File: config.mk
export PLATFORM = sky130hd
export DESIGN_NAME = streaming_substring_matcher
export DESIGN_NICKNAME = d
export VERILOG_FILES = /design/src/sv/ssm_pkg.sv /design/src/sv/ssm_front.sv /design/src/sv/ssm_fifo.sv /design/src/sv/ssm_back.sv /design/src/sv/streaming_substring_matcher.sv
export SDC_FILE = /design/constraint.sdc
export NUM_CORES = 1
export LEC_CHECK = 0
export BUFFER_PORTS_ARGS = -buffer_cell sky130_fd_sc_hd__buf_2
export CAP_MARGIN = 20
export CORE_AREA = 2 2 142 144
export CTS_CLUSTER_SIZE = 12
export DETAILED_ROUTE_END_ITERATION = 10
export DIE_AREA = 0 0 144 146
export PLACE_DENSITY = 0.85
export SLEW_MARGIN = 25
export SYNTH_ARGS = -nofsm -noshare
export SYNTH_HDL_FRONTEND = slang
export SYNTH_SLANG_ARGS = --single-unit
File: constraint.sdc
create_clock -name i_clk -period 3.6 [get_ports i_clk]
set_input_delay 0.72 -clock i_clk [delete_from_list [all_inputs] [get_ports i_clk]]
set_output_delay 0.72 -clock i_clk [all_outputs]
set_load 0.1 [all_outputs]
File: src/sv/ssm_pkg.sv
`timescale 1ns / 1ps
// Shared types, constants and helpers for the streaming substring matcher.
// Used by every module of the block; depends on nothing else.

package ssm_pkg;

    // Configuration register indexes. The port decodes them from paddr[4:3].
    localparam int unsigned REG_IDX_W = 2;
    localparam logic [REG_IDX_W-1:0] REG_PATTERN_LOW  = 2'd0;
    localparam logic [REG_IDX_W-1:0] REG_PATTERN_HIGH = 2'd1;
    localparam logic [REG_IDX_W-1:0] REG_PATTERN_LEN  = 2'd2;
    localparam logic [REG_IDX_W-1:0] REG_FOLD_CASE    = 2'd3;

    // Register widths fixed by the register map.
    localparam int unsigned DATA_W     = 64;
    localparam int unsigned ADDR_W     = 5;
    localparam int unsigned LEN_W      = 5;
    localparam int unsigned BYTE_W     = 8;
    localparam int unsigned PAT_BYTES  = 16;
    localparam int unsigned PAT_W      = PAT_BYTES * BYTE_W;

    // ASCII upper-case range and the distance to lower case.
    localparam logic [BYTE_W-1:0] ASCII_UPPER_A = 8'h41;
    localparam logic [BYTE_W-1:0] ASCII_UPPER_Z = 8'h5A;
    localparam logic [BYTE_W-1:0] CASE_OFFSET   = 8'h20;

    // Pattern configuration seen by the compare front end.
    typedef struct packed {
        logic [PAT_W-1:0] pattern;
        logic             fold_case;
    } t_cfg;

    // Occupancy flags of the queue between front and back.
    typedef struct packed {
        logic full;
        logic empty;
    } t_q_status;

    // Maps A..Z to a..z when folding is enabled.
    function automatic logic [BYTE_W-1:0] fold_byte(input logic [BYTE_W-1:0] b,
                                                    input logic              en);
        logic [BYTE_W-1:0] r;
        r = b;
        if (en && (b inside {[ASCII_UPPER_A:ASCII_UPPER_Z]})) begin
            r = b + CASE_OFFSET;
        end
        return r;
    endfunction

endpackage

File: src/sv/ssm_front.sv
`timescale 1ns / 1ps
// Front end of the substring matcher: folds the text byte and compares it
// against every pattern byte at once. Depends on ssm_pkg.

module ssm_front #(
    parameter int unsigned MAX_PATTERN = 16
) (
    input  ssm_pkg::t_cfg                    i_cfg,
    input  logic [ssm_pkg::BYTE_W-1:0]       i_text_byte,
    output logic [MAX_PATTERN-1:0]           o_eq
);

    logic [ssm_pkg::BYTE_W-1:0] w_text;

    // Fold the text byte once, then compare against each folded pattern byte.
    assign w_text = ssm_pkg::fold_byte(i_text_byte, i_cfg.fold_case);

    always_comb begin
        for (int j = 0; j < int'(MAX_PATTERN); j++) begin
            o_eq[j] = (ssm_pkg::fold_byte(i_cfg.pattern[j*ssm_pkg::BYTE_W +: ssm_pkg::BYTE_W],
                                          i_cfg.fold_case) == w_text);
        end
    end

endmodule

File: src/sv/ssm_fifo.sv
`timescale 1ns / 1ps
// Two-entry queue that decouples the compare front end from the match back end.
// Depends on ssm_pkg for its status struct.

module ssm_fifo #(
    parameter int unsigned WIDTH = 17
) (
    input  logic                 i_clk,
    input  logic                 i_rst_n,
    input  logic                 i_push,
    input  logic [WIDTH-1:0]     i_data,
    input  logic                 i_pop,
    output logic [WIDTH-1:0]     o_data,
    output ssm_pkg::t_q_status   o_status
);

    localparam int unsigned DEPTH = 2;
    localparam int unsigned PTR_W = $clog2(DEPTH);
    localparam int unsigned CNT_W = $clog2(DEPTH + 1);

    logic [WIDTH-1:0] r_mem [DEPTH];
    logic [PTR_W-1:0] r_wr_ptr, n_wr_ptr;
    logic [PTR_W-1:0] r_rd_ptr, n_rd_ptr;
    logic [CNT_W-1:0] r_count, n_count;

    // Pointer and occupancy updates.
    always_comb begin
        n_wr_ptr = i_push ? r_wr_ptr + PTR_W'(1) : r_wr_ptr;
        n_rd_ptr = i_pop  ? r_rd_ptr + PTR_W'(1) : r_rd_ptr;
        n_count  = r_count;
        if (i_push && !i_pop) begin
            n_count = r_count + CNT_W'(1);
        end else if (!i_push && i_pop) begin
            n_count = r_count - CNT_W'(1);
        end
    end

    always_ff @(posedge i_clk) begin
        if (!i_rst_n) begin
            r_wr_ptr <= '0;
            r_rd_ptr <= '0;
            r_count  <= '0;
        end else begin
            r_wr_ptr <= n_wr_ptr;
            r_rd_ptr <= n_rd_ptr;
            r_count  <= n_count;
        end
    end

    // Storage needs no reset; entries are only read once written.
    always_ff @(posedge i_clk) begin
        if (i_push) begin
            r_mem[r_wr_ptr] <= i_data;
        end
    end

    assign o_data         = r_mem[r_rd_ptr];
    assign o_status.full  = (r_count == CNT_W'(DEPTH));
    assign o_status.empty = (r_count == '0);

endmodule

File: src/sv/ssm_back.sv
`timescale 1ns / 1ps
// Back end of the substring matcher: shift-and update, sticky found flag and
// the output register. Depends on ssm_pkg.

module ssm_back #(
    parameter int unsigned MAX_PATTERN = 16
) (
    input  logic                        i_clk,
    input  logic                        i_rst_n,
    input  ssm_pkg::t_q_status          i_q_status,
    input  logic [MAX_PATTERN-1:0]      i_eq,
    input  logic                        i_last,
    input  logic [ssm_pkg::LEN_W-1:0]   i_length,
    input  logic                        i_ready,
    output logic                        o_pop,
    output logic                        o_valid,
    output logic                        o_found,
    output logic                        o_result_last
);

    logic [MAX_PATTERN-1:0] r_bits, n_bits;
    logic                   r_sticky, n_sticky;
    logic                   r_out_valid;
    logic                   r_found;
    logic                   r_last;
    logic [MAX_PATTERN-1:0] w_sel;
    logic                   w_hit;

    // Take an entry whenever one waits and the output register is free or drains.
    assign o_pop = !i_q_status.empty && (!r_out_valid || i_ready);

    // One-hot select of the bit that marks a full match; lengths above the
    // maximum select the top bit, and a length of zero selects nothing.
    always_comb begin
        for (int j = 0; j < int'(MAX_PATTERN); j++) begin
            w_sel[j] = (i_length == ssm_pkg::LEN_W'(j + 1));
        end
        if (i_length > ssm_pkg::LEN_W'(MAX_PATTERN)) begin
            w_sel[MAX_PATTERN-1] = 1'b1;
        end
    end

    // Shift-and step: extend every partial match by one byte, start a new one.
    always_comb begin
        n_bits   = MAX_PATTERN'({r_bits, 1'b1}) & i_eq;
        w_hit    = |(n_bits & w_sel);
        n_sticky = r_sticky | w_hit;
    end

    always_ff @(posedge i_clk) begin
        if (!i_rst_n) begin
            r_bits      <= '0;
            r_sticky    <= 1'b0;
            r_out_valid <= 1'b0;
        end else begin
            if (o_pop) begin
                r_bits      <= i_last ? '0 : n_bits;
                r_sticky    <= i_last ? 1'b0 : n_sticky;
                r_out_valid <= 1'b1;
            end else if (i_ready) begin
                r_out_valid <= 1'b0;
            end
        end
    end

    // Result payload, loaded with each transfer out of the queue.
    always_ff @(posedge i_clk) begin
        if (o_pop) begin
            r_found <= n_sticky;
            r_last  <= i_last;
        end
    end

    assign o_valid       = r_out_valid;
    assign o_found       = r_found;
    assign o_result_last = r_last;

endmodule

File: src/sv/streaming_substring_matcher.sv
`timescale 1ns / 1ps
// Streaming substring matcher top level: register port, front end, queue and
// back end. Depends on ssm_pkg, ssm_front, ssm_fifo and ssm_back.

// The block takes one text byte per cycle and returns one result per byte, a
// sticky found flag plus a copy of the last marker, at a sustained rate of
// one byte per cycle while results are taken. A byte passes through the
// two-entry queue behind the compare front end, then the output register of
// the shift-and back end. The queue lets input transfers continue while a
// result waits to be taken. Program the pattern, its length (0 never
// matches, above MAX_PATTERN acts as MAX_PATTERN) and the case-fold bit only
// while no text is in flight; the match state clears after every byte
// marked last.

module streaming_substring_matcher #(
    parameter int unsigned MAX_PATTERN = 16
) (
    input  logic                           i_clk,
    input  logic                           i_rst_n,
    // Text input channel
    input  logic                           i_valid,
    output logic                           o_ready,
    input  logic [ssm_pkg::BYTE_W-1:0]     i_text_byte,
    input  logic                           i_text_last,
    // Result channel
    output logic                           o_valid,
    input  logic                           i_ready,
    output logic                           o_found,
    output logic                           o_result_last,
    // Register port
    input  logic                           psel,
    input  logic                           penable,
    input  logic                           pwrite,
    input  logic [ssm_pkg::ADDR_W-1:0]     paddr,
    input  logic [ssm_pkg::DATA_W-1:0]     pwdata,
    output logic [ssm_pkg::DATA_W-1:0]     prdata,
    output logic                           pready
);

    localparam int unsigned Q_W = MAX_PATTERN + 1;

    logic [ssm_pkg::DATA_W-1:0]          r_pat_low;
    logic [ssm_pkg::DATA_W-1:0]          r_pat_high;
    logic [ssm_pkg::LEN_W-1:0]           r_length;
    logic                                r_fold_case;
    logic [ssm_pkg::REG_IDX_W-1:0]       w_reg_idx;
    logic                                w_cfg_wr;
    ssm_pkg::t_cfg                       w_cfg;
    ssm_pkg::t_q_status                  w_q_status;
    logic [MAX_PATTERN-1:0]              w_eq;
    logic [Q_W-1:0]                      w_q_out;
    logic                                w_push;
    logic                                w_pop;

    // Register port: writes land in the access phase, reads are combinational.
    assign pready    = 1'b1;
    assign w_reg_idx = paddr[ssm_pkg::ADDR_W-1 -: ssm_pkg::REG_IDX_W];
    assign w_cfg_wr  = psel && penable && pwrite && pready;

    always_ff @(posedge i_clk) begin
        if (!i_rst_n) begin
            r_pat_low   <= '0;
            r_pat_high  <= '0;
            r_length    <= '0;
            r_fold_case <= 1'b0;
        end else if (w_cfg_wr) begin
            case (w_reg_idx)
                ssm_pkg::REG_PATTERN_LOW:  r_pat_low   <= pwdata;
                ssm_pkg::REG_PATTERN_HIGH: r_pat_high  <= pwdata;
                ssm_pkg::REG_PATTERN_LEN:  r_length    <= pwdata[ssm_pkg::LEN_W-1:0];
                ssm_pkg::REG_FOLD_CASE:    r_fold_case <= pwdata[0];
                default: ;
            endcase
        end
    end

    always_comb begin
        case (w_reg_idx)
            ssm_pkg::REG_PATTERN_LOW:  prdata = r_pat_low;
            ssm_pkg::REG_PATTERN_HIGH: prdata = r_pat_high;
            ssm_pkg::REG_PATTERN_LEN:  prdata = ssm_pkg::DATA_W'(r_length);
            ssm_pkg::REG_FOLD_CASE:    prdata = ssm_pkg::DATA_W'(r_fold_case);
            default:                   prdata = '0;
        endcase
    end

    assign w_cfg.pattern   = {r_pat_high, r_pat_low};
    assign w_cfg.fold_case = r_fold_case;

    // Front end: classify each byte into its pattern-compare vector.
    ssm_front #(
        .MAX_PATTERN (MAX_PATTERN)
    ) u_front (
        .i_cfg       (w_cfg),
        .i_text_byte (i_text_byte),
        .o_eq        (w_eq)
    );

    assign o_ready = !w_q_status.full;
    assign w_push  = i_valid && o_ready;

    // Queue between front and back.
    ssm_fifo #(
        .WIDTH (Q_W)
    ) u_fifo (
        .i_clk    (i_clk),
        .i_rst_n  (i_rst_n),
        .i_push   (w_push),
        .i_data   ({i_text_last, w_eq}),
        .i_pop    (w_pop),
        .o_data   (w_q_out),
        .o_status (w_q_status)
    );

    // Back end: shift-and state and the result register.
    ssm_back #(
        .MAX_PATTERN (MAX_PATTERN)
    ) u_back (
        .i_clk         (i_clk),
        .i_rst_n       (i_rst_n),
        .i_q_status    (w_q_status),
        .i_eq          (w_q_out[MAX_PATTERN-1:0]),
        .i_last        (w_q_out[MAX_PATTERN]),
        .i_length      (r_length),
        .i_ready       (i_ready),
        .o_pop         (w_pop),
        .o_valid       (o_valid),
        .o_found       (o_found),
        .o_result_last (o_result_last)
    );

`ifndef NO_ASSERTIONS
    // The queue cannot report full and empty at the same time.
    a_q_status_sane: assert property (@(posedge i_clk) disable iff (!i_rst_n)
        !(w_q_status.full && w_q_status.empty))
        else $error("queue reports full and empty together");

    // With nothing queued and nothing held, no result may appear next cycle.
    a_no_spurious_result: assert property (@(posedge i_clk) disable iff (!i_rst_n)
        (w_q_status.empty && !o_valid) |=> !o_valid)
        else $error("result appeared without a queued byte");

    // A byte entering an idle block produces its result after the queue and the output register.
    a_idle_latency: assert property (@(posedge i_clk) disable iff (!i_rst_n)
        (w_push && w_q_status.empty && !o_valid) |=> ##1 o_valid)
        else $error("result missing two cycles after transfer into idle block");
`endif

endmodule

# == After elaboration in Yosys (flattened, before gate mapping) ==
# Memory sizes are Yosys's and may differ from the RTL's. A register that Yosys moved wholly into a read port is not among the register bits.
# Index checks and enable logic that the tools add are counted.
# word_totals
inputBits,85
reg_bits,157
output_inout_bits,69
mem_count,1
word_cells,192
ram_bits,34
# classes
magnitude_cmp,35
muxes,29
n_addsub,21
n_bitwise,3
reduce_logical,55
n_eq_ne,36
# mem_list
memory,depth,width,rd,rd_clocked_by_memory_dff,wr,line,source
u_fifo.r_mem,2,17,1,1,1,ssm_fifo.sv:21,logic [WIDTH-1:0] r_mem [DEPTH];
# op_table
op,count
$pmux W64 S4,1
$add A8 B6 Y8 const B,17
$ge A8 B7 Y1 const B,17
$le A8 B7 Y1 const B,17
$mux W8,17
$eq A8 B8 Y1,16
$eq A5 B4 Y1 const B,8
$logic_and A1 B1 Y1,40
$and A16 B16 Y16,2
$eq A5 B3 Y1 const B,4
$reduce_or A16 Y1,1
$mux W15,1
$eq A5 B2 Y1 const B,2
$mux W1,8
$reduce_and A2 Y1,4
$eq A2 B2 Y1 const B,3
$eq A5 B1 Y1 const B,1
$eq A5 B5 Y1 const B,1
$gt A5 B5 Y1 const B,1
$logic_not A1 Y1,5
$logic_not A2 Y1,2
$mux W2,2
$reduce_bool A2 Y1,2
$add A1 B1 Y1 const B,2
5 further kinds,5

# == Logic depth before layout (Yosys ltp) ==
# logic_depth
depth_word,7
ltp_mapped,9
mapped_depth_nobuf,7

# == By module ==
# From an unflattened synthesis, not the netlist that was laid out.
# hier_totals
hier_cells,1253
area_unflattened_um2,11394.7
# modules_own_cells
mod,seq_area_each_um2,cells_each,area_each_um2,n_inst
streaming_substring_matcher,2682.6,658,6063.3,1
ssm_front,0.0,404,2920.3,1
ssm_fifo,1121.1,75,1443.9,1
ssm_back,400.4,116,967.2,1

# == Worst setup path after synthesis ==
# Ideal clock, no wire load.
# synth_timing
path_kind,in2out
startpoint,input paddr[3] (netlist name)
endpoint,output prdata[1] (netlist name)
path_stages,4
required_time_ns,2.880
arrival_time_ns,3.501
slack_ns,-0.621
n_path_buf,2
path_cell_list,clkbuf_1 clkbuf_1 mux2i_1 o21ai_0
# synth_between
elab_chain_cells,2
elab_cells_between_ends,5
cone_classes,eq/ne (3); mux (1); reduce/logical (1)
# synth_lines
item,line,source
"start, declared",streaming_substring_matcher.sv:34,"input logic [ssm_pkg::ADDR_W-1:0] paddr,"
"$eq A2 B2 Y1, or another cell as far along",streaming_substring_matcher.sv:78,case (w_reg_idx)
$pmux W64 S4 (*),streaming_substring_matcher.sv:78,
"end, declared",streaming_substring_matcher.sv:36,"output logic [ssm_pkg::DATA_W-1:0] prdata,"
# Every way passes the cells marked *; elsewhere a longest branch is shown, timed or not.

# == Worst setup path after layout ==
# layout_timing
startpoint,input paddr[3] (netlist name)
endpoint,output prdata[21] (netlist name)
# Same word-level chain as after synthesis.

==> reports/qor.yml <==
layout:
  drive_gt1_share_pct: 20.5
  syn_to_final_growth_pct: 14.7
  antenna_cells: 0
  layout.nets: 1514
  multiInputGateArea_um2: 6610
  nFillCells: 1503
  ff_latch_area_um2: 4200
synthesis:
  async_flop_share_pct: 0
  ys_seq_elements: 192
  syn_area_um2: 11200
  synth_edf_count: 36
  syn_avg_cell_area_um2: 8.59
  yosysUniqueCellTypes: 58
  ys_seq_area_share_pct: 37.7
  yosysWarnings: 0
  syn_inst: 1298
  yosys_most_used_dff: "dfxtp_1"
  synth_nets: 1401
worst_setup_path:
  worstPathMaxFanout: 41
  slowest_delay_ns: 0.58
  cp-end-kind: "output pin"
  arrival_ns: 2.40
  cp_slowest_cell: "buf_4"
  crit_type: "input port to output pin"
  start_kind: "input port"
  cp_common_cell: "buf_4"
  crit_chain: "buf_4 > buf_4 > mux2i_1 > nor2_1 > buf_2"
  crit_required_ns: 2.88
clock_tree:
  post_cts_resized: 0
  cts_buffers: 17
  cts_setup_buffers: 0
  cts_tree: "done"
  clock_latency_ns: 0.43
  cts.path.max_buffers: 2
  cts.clk_slew.worst_paths_ns: 0.07
  root_buffer: "clkbuf_16"
  hold_buffers: 0
  cts.sinks: 192
  htreeDepth: 4
grt:
  grt_pass1_vias: 9671
  grt-ovfl-total: 0
  track_usage_pct: 28.6
  antenna_found_initial: 0
  grt_max_degree: 100
  grt_first_pass_wirelength_mm: 48.3
hold_path:
  hp-class: "input port to flip-flop"
timing:
  finalCritPeriodShare_pct: 86.7
  fmax_ghz: 0.321
  slew_headroom_pct: 40.2
  min_period_ns: 3.12
  hold_violations: 0
  tightest_slew_ns: 0.897
  finalSetupViolCount: 0
  drv_slew: 0
  rsz0062_at_grt: "no"
  finClkSkew_ns: 0.0107
  tns_ns: 0
power_and_ir_drop:
  p_int_mw: 3.72
  leakagePower_nw: 4.81
  switching_share_pct: 29.4
  pwr-share-comb_pct: 19.0
  total_power_mw: 5.26
  seqPwrFrac_pct: 44.9
  p_sw_mw: 1.55
  p_per_area_nw_per_um2: 411
  clock_power_share_pct: 36.1
  ir_drop_mv: 0.339
routing:
  wl_per_cell_um: 17.6
  viasPerCell: 5.87
  firstDrtPassIters: 6
  routed.top_layer: "met4"
  wl_met1_mm: 12.4
  vias: 9921
  wl_met2_mm: 14.3
  drcViolationCount: 0
  wl_mm: 29.7
  drt-initial-drc-count: 840
  met3_length_mm: 2.25
  postRouteAntennaNets: 0
run:
  maxCapViolations: 0
die:
  fp-row-count: 51
  die_width_um: 144
  die_area_um2: 21000
  io_pins: 154
  die_h_um: 146
  core_area_um2: 19300
  initial_utilization_pct: 57.7
place:
  io_buffer_count: 149
  post-dp-hpwl_mm: 19.5
  gp_congestion: 0.845
run_status:
  outcome: "complete, no violations"
==> worst paths after layout <==
kind | startpoint | to | slack, ns | depth (start not counted)
setup / recovery | paddr[3] | prdata[21] | 0.48 | 5
hold / removal | i_text_last | u_fifo.r_mem[0][16] | 0.47 | 1
setup reg to reg | r_fold_case | u_fifo.r_mem[0][15] | 0.85 | 6
hold reg to reg | u_back.r_bits[11] | u_back.r_bits[11] | 0.48 | 2
==> logic make-up after synthesis <==
| logic type | count (synthesis) | share of synthesized area (%) |
|---|---|---|
| other | 1 | 0.0336 |
| adder cells (fa/ha/maj) | 18 | 2.02 |
| buffers and inverters | 95 | 4.25 |
| multiplexers | 87 | 7.98 |
| AO/OA/AOI/OAI | 232 | 15.4 |
| XOR/XNOR | 131 | 11.0 |
| AND/OR/NAND/NOR | 542 | 21.7 |
| flip-flops | 192 | 37.7 |
==> per-layer routing <==
layer,up-vias,GRT usage (%)
met2,436,47.3
met5,-,0
met4,0,11.2
li1,4665,-
met1,4752,37.7
met3,68,4.15
==> power groups by stage <==
stage               clock, mW  sequential [mW]  combinational, mW
floorplan                   0             2.48              0.664
global placement            0             2.40              0.973
detailed placement          0             2.41              0.993
CTS                      1.91             2.36              0.999
global route             2.01             2.37               1.07
finish                   1.90             2.36               1.00
==> synthesized netlist by cell type (2+ instances only) <==
| cell type | instances | area (µm²) |
|---|---|---|
| a32oi_1 | 5 | 43.8 |
| mux2i_1 | 81 | 811 |
| nand3b_1 | 4 | 30.0 |
| nor2b_1 | 20 | 125 |
| buf_1 | 7 | 26.3 |
| dfxtp_1 | 156 | 3120 |
| nand4bb_1 | 5 | 56.3 |
| o32ai_1 | 3 | 26.3 |
| mux2_2 | 5 | 56.3 |
| xnor2_2 | 10 | 163 |
| nor2_1 | 117 | 439 |
| nor3b_1 | 4 | 30.0 |
| or4bb_2 | 10 | 125 |
| o21ai_0 | 7 | 35.0 |
| xnor2_1 | 41 | 359 |
| or3_1 | 2 | 12.5 |
| and3_1 | 2 | 12.5 |
| o2bb2ai_1 | 15 | 131 |
| clkbuf_1 | 63 | 236 |
| nand3_1 | 2 | 10.0 |
| nand4_1 | 17 | 106 |
| a21boi_0 | 133 | 998 |
| buf_6 | 6 | 67.6 |
| ha_1 | 18 | 225 |
| edfxtp_1 | 36 | 1080 |
| a21oi_1 | 34 | 170 |
| and2_1 | 6 | 37.5 |
| xor2_1 | 80 | 701 |
| nor4b_1 | 2 | 17.5 |
| a22oi_1 | 6 | 45.0 |
| buf_8 | 4 | 60.1 |
| or4_1 | 2 | 15.0 |
| nor3_1 | 51 | 255 |
| a31oi_1 | 3 | 18.8 |
| o31ai_1 | 16 | 120 |
| inv_1 | 11 | 41.3 |
| nand2_1 | 293 | 1100 |
==> placed cells by master (no fill, tap or decap), types with 3 or more instances in the layout <==
| master | count |
|---|---|
| buf_2 | 146 |
| buf_12 | 3 |
| dfxtp_1 | 156 |
| edfxtp_1 | 36 |
| clkbuf_16 | 19 |
| o31ai_1 | 16 |
| nand4bb_1 | 5 |
| inv_1 | 11 |
| a32oi_1 | 5 |
| buf_4 | 29 |
| o32ai_1 | 3 |
| xnor2_1 | 41 |
| nand3b_1 | 4 |
| mux2_2 | 5 |
| a31oi_1 | 3 |
| o21ai_1 | 4 |
| nor3b_1 | 4 |
| ha_1 | 18 |
| xnor2_2 | 10 |
| nand2_1 | 292 |
| or4bb_2 | 10 |
| nor2_1 | 67 |
| o21ai_0 | 3 |
| o2bb2ai_1 | 15 |
| a21boi_0 | 133 |
| clkbuf_8 | 5 |
| nor2b_1 | 20 |
| and2_1 | 5 |
| nand4_1 | 17 |
| nor2_2 | 50 |
| nor3_1 | 50 |
| xor2_1 | 80 |
| a22oi_1 | 6 |
| a21oi_1 | 34 |
| mux2i_1 | 81 |
==> area by class of cell <==
cell class / instances / area share, %
multi-input combinational: 1011 / 51.7
sequential: 192 / 32.9
timing repair buffer: 178 / 7.88
clock buffer: 27 / 4.35
tap: 265 / 2.59
inverter: 11 / 0.323
clock inverter: 5 / 0.303
==> state kept, by name, summed over array words and instances (netlist names), 2 cells and up, named ones only <==
register,flops
r_pat_high,64
r_pat_low,64
u_fifo.r_mem,34
u_back.r_bits,15
r_length,5
u_fifo.r_count,2
==> metrics by stage <==
stage	setup WS, ns	cell area (µm²)	hold slack [ns]	util [%]	std cells
after global routing	0.429	12800	0.480	66.2	1689
after detailed placement	0.511	12200	0.466	63.1	1657
after global placement	0.518	12200	0.451	63.1	1657
after CTS	0.510	12800	0.471	66.2	1689
after floorplan	0.0970	11300	0.436	-	1298
final	0.481	12800	0.474	66.2	1689
==> worst max-delay path: cells and delay by family <==
family,cells,cell delay (ns)
and+or+nand+nor,1,0.14
muxes,1,0.11
buffers and inverters,3,1.41
Power figures use the tool's default switching activity.
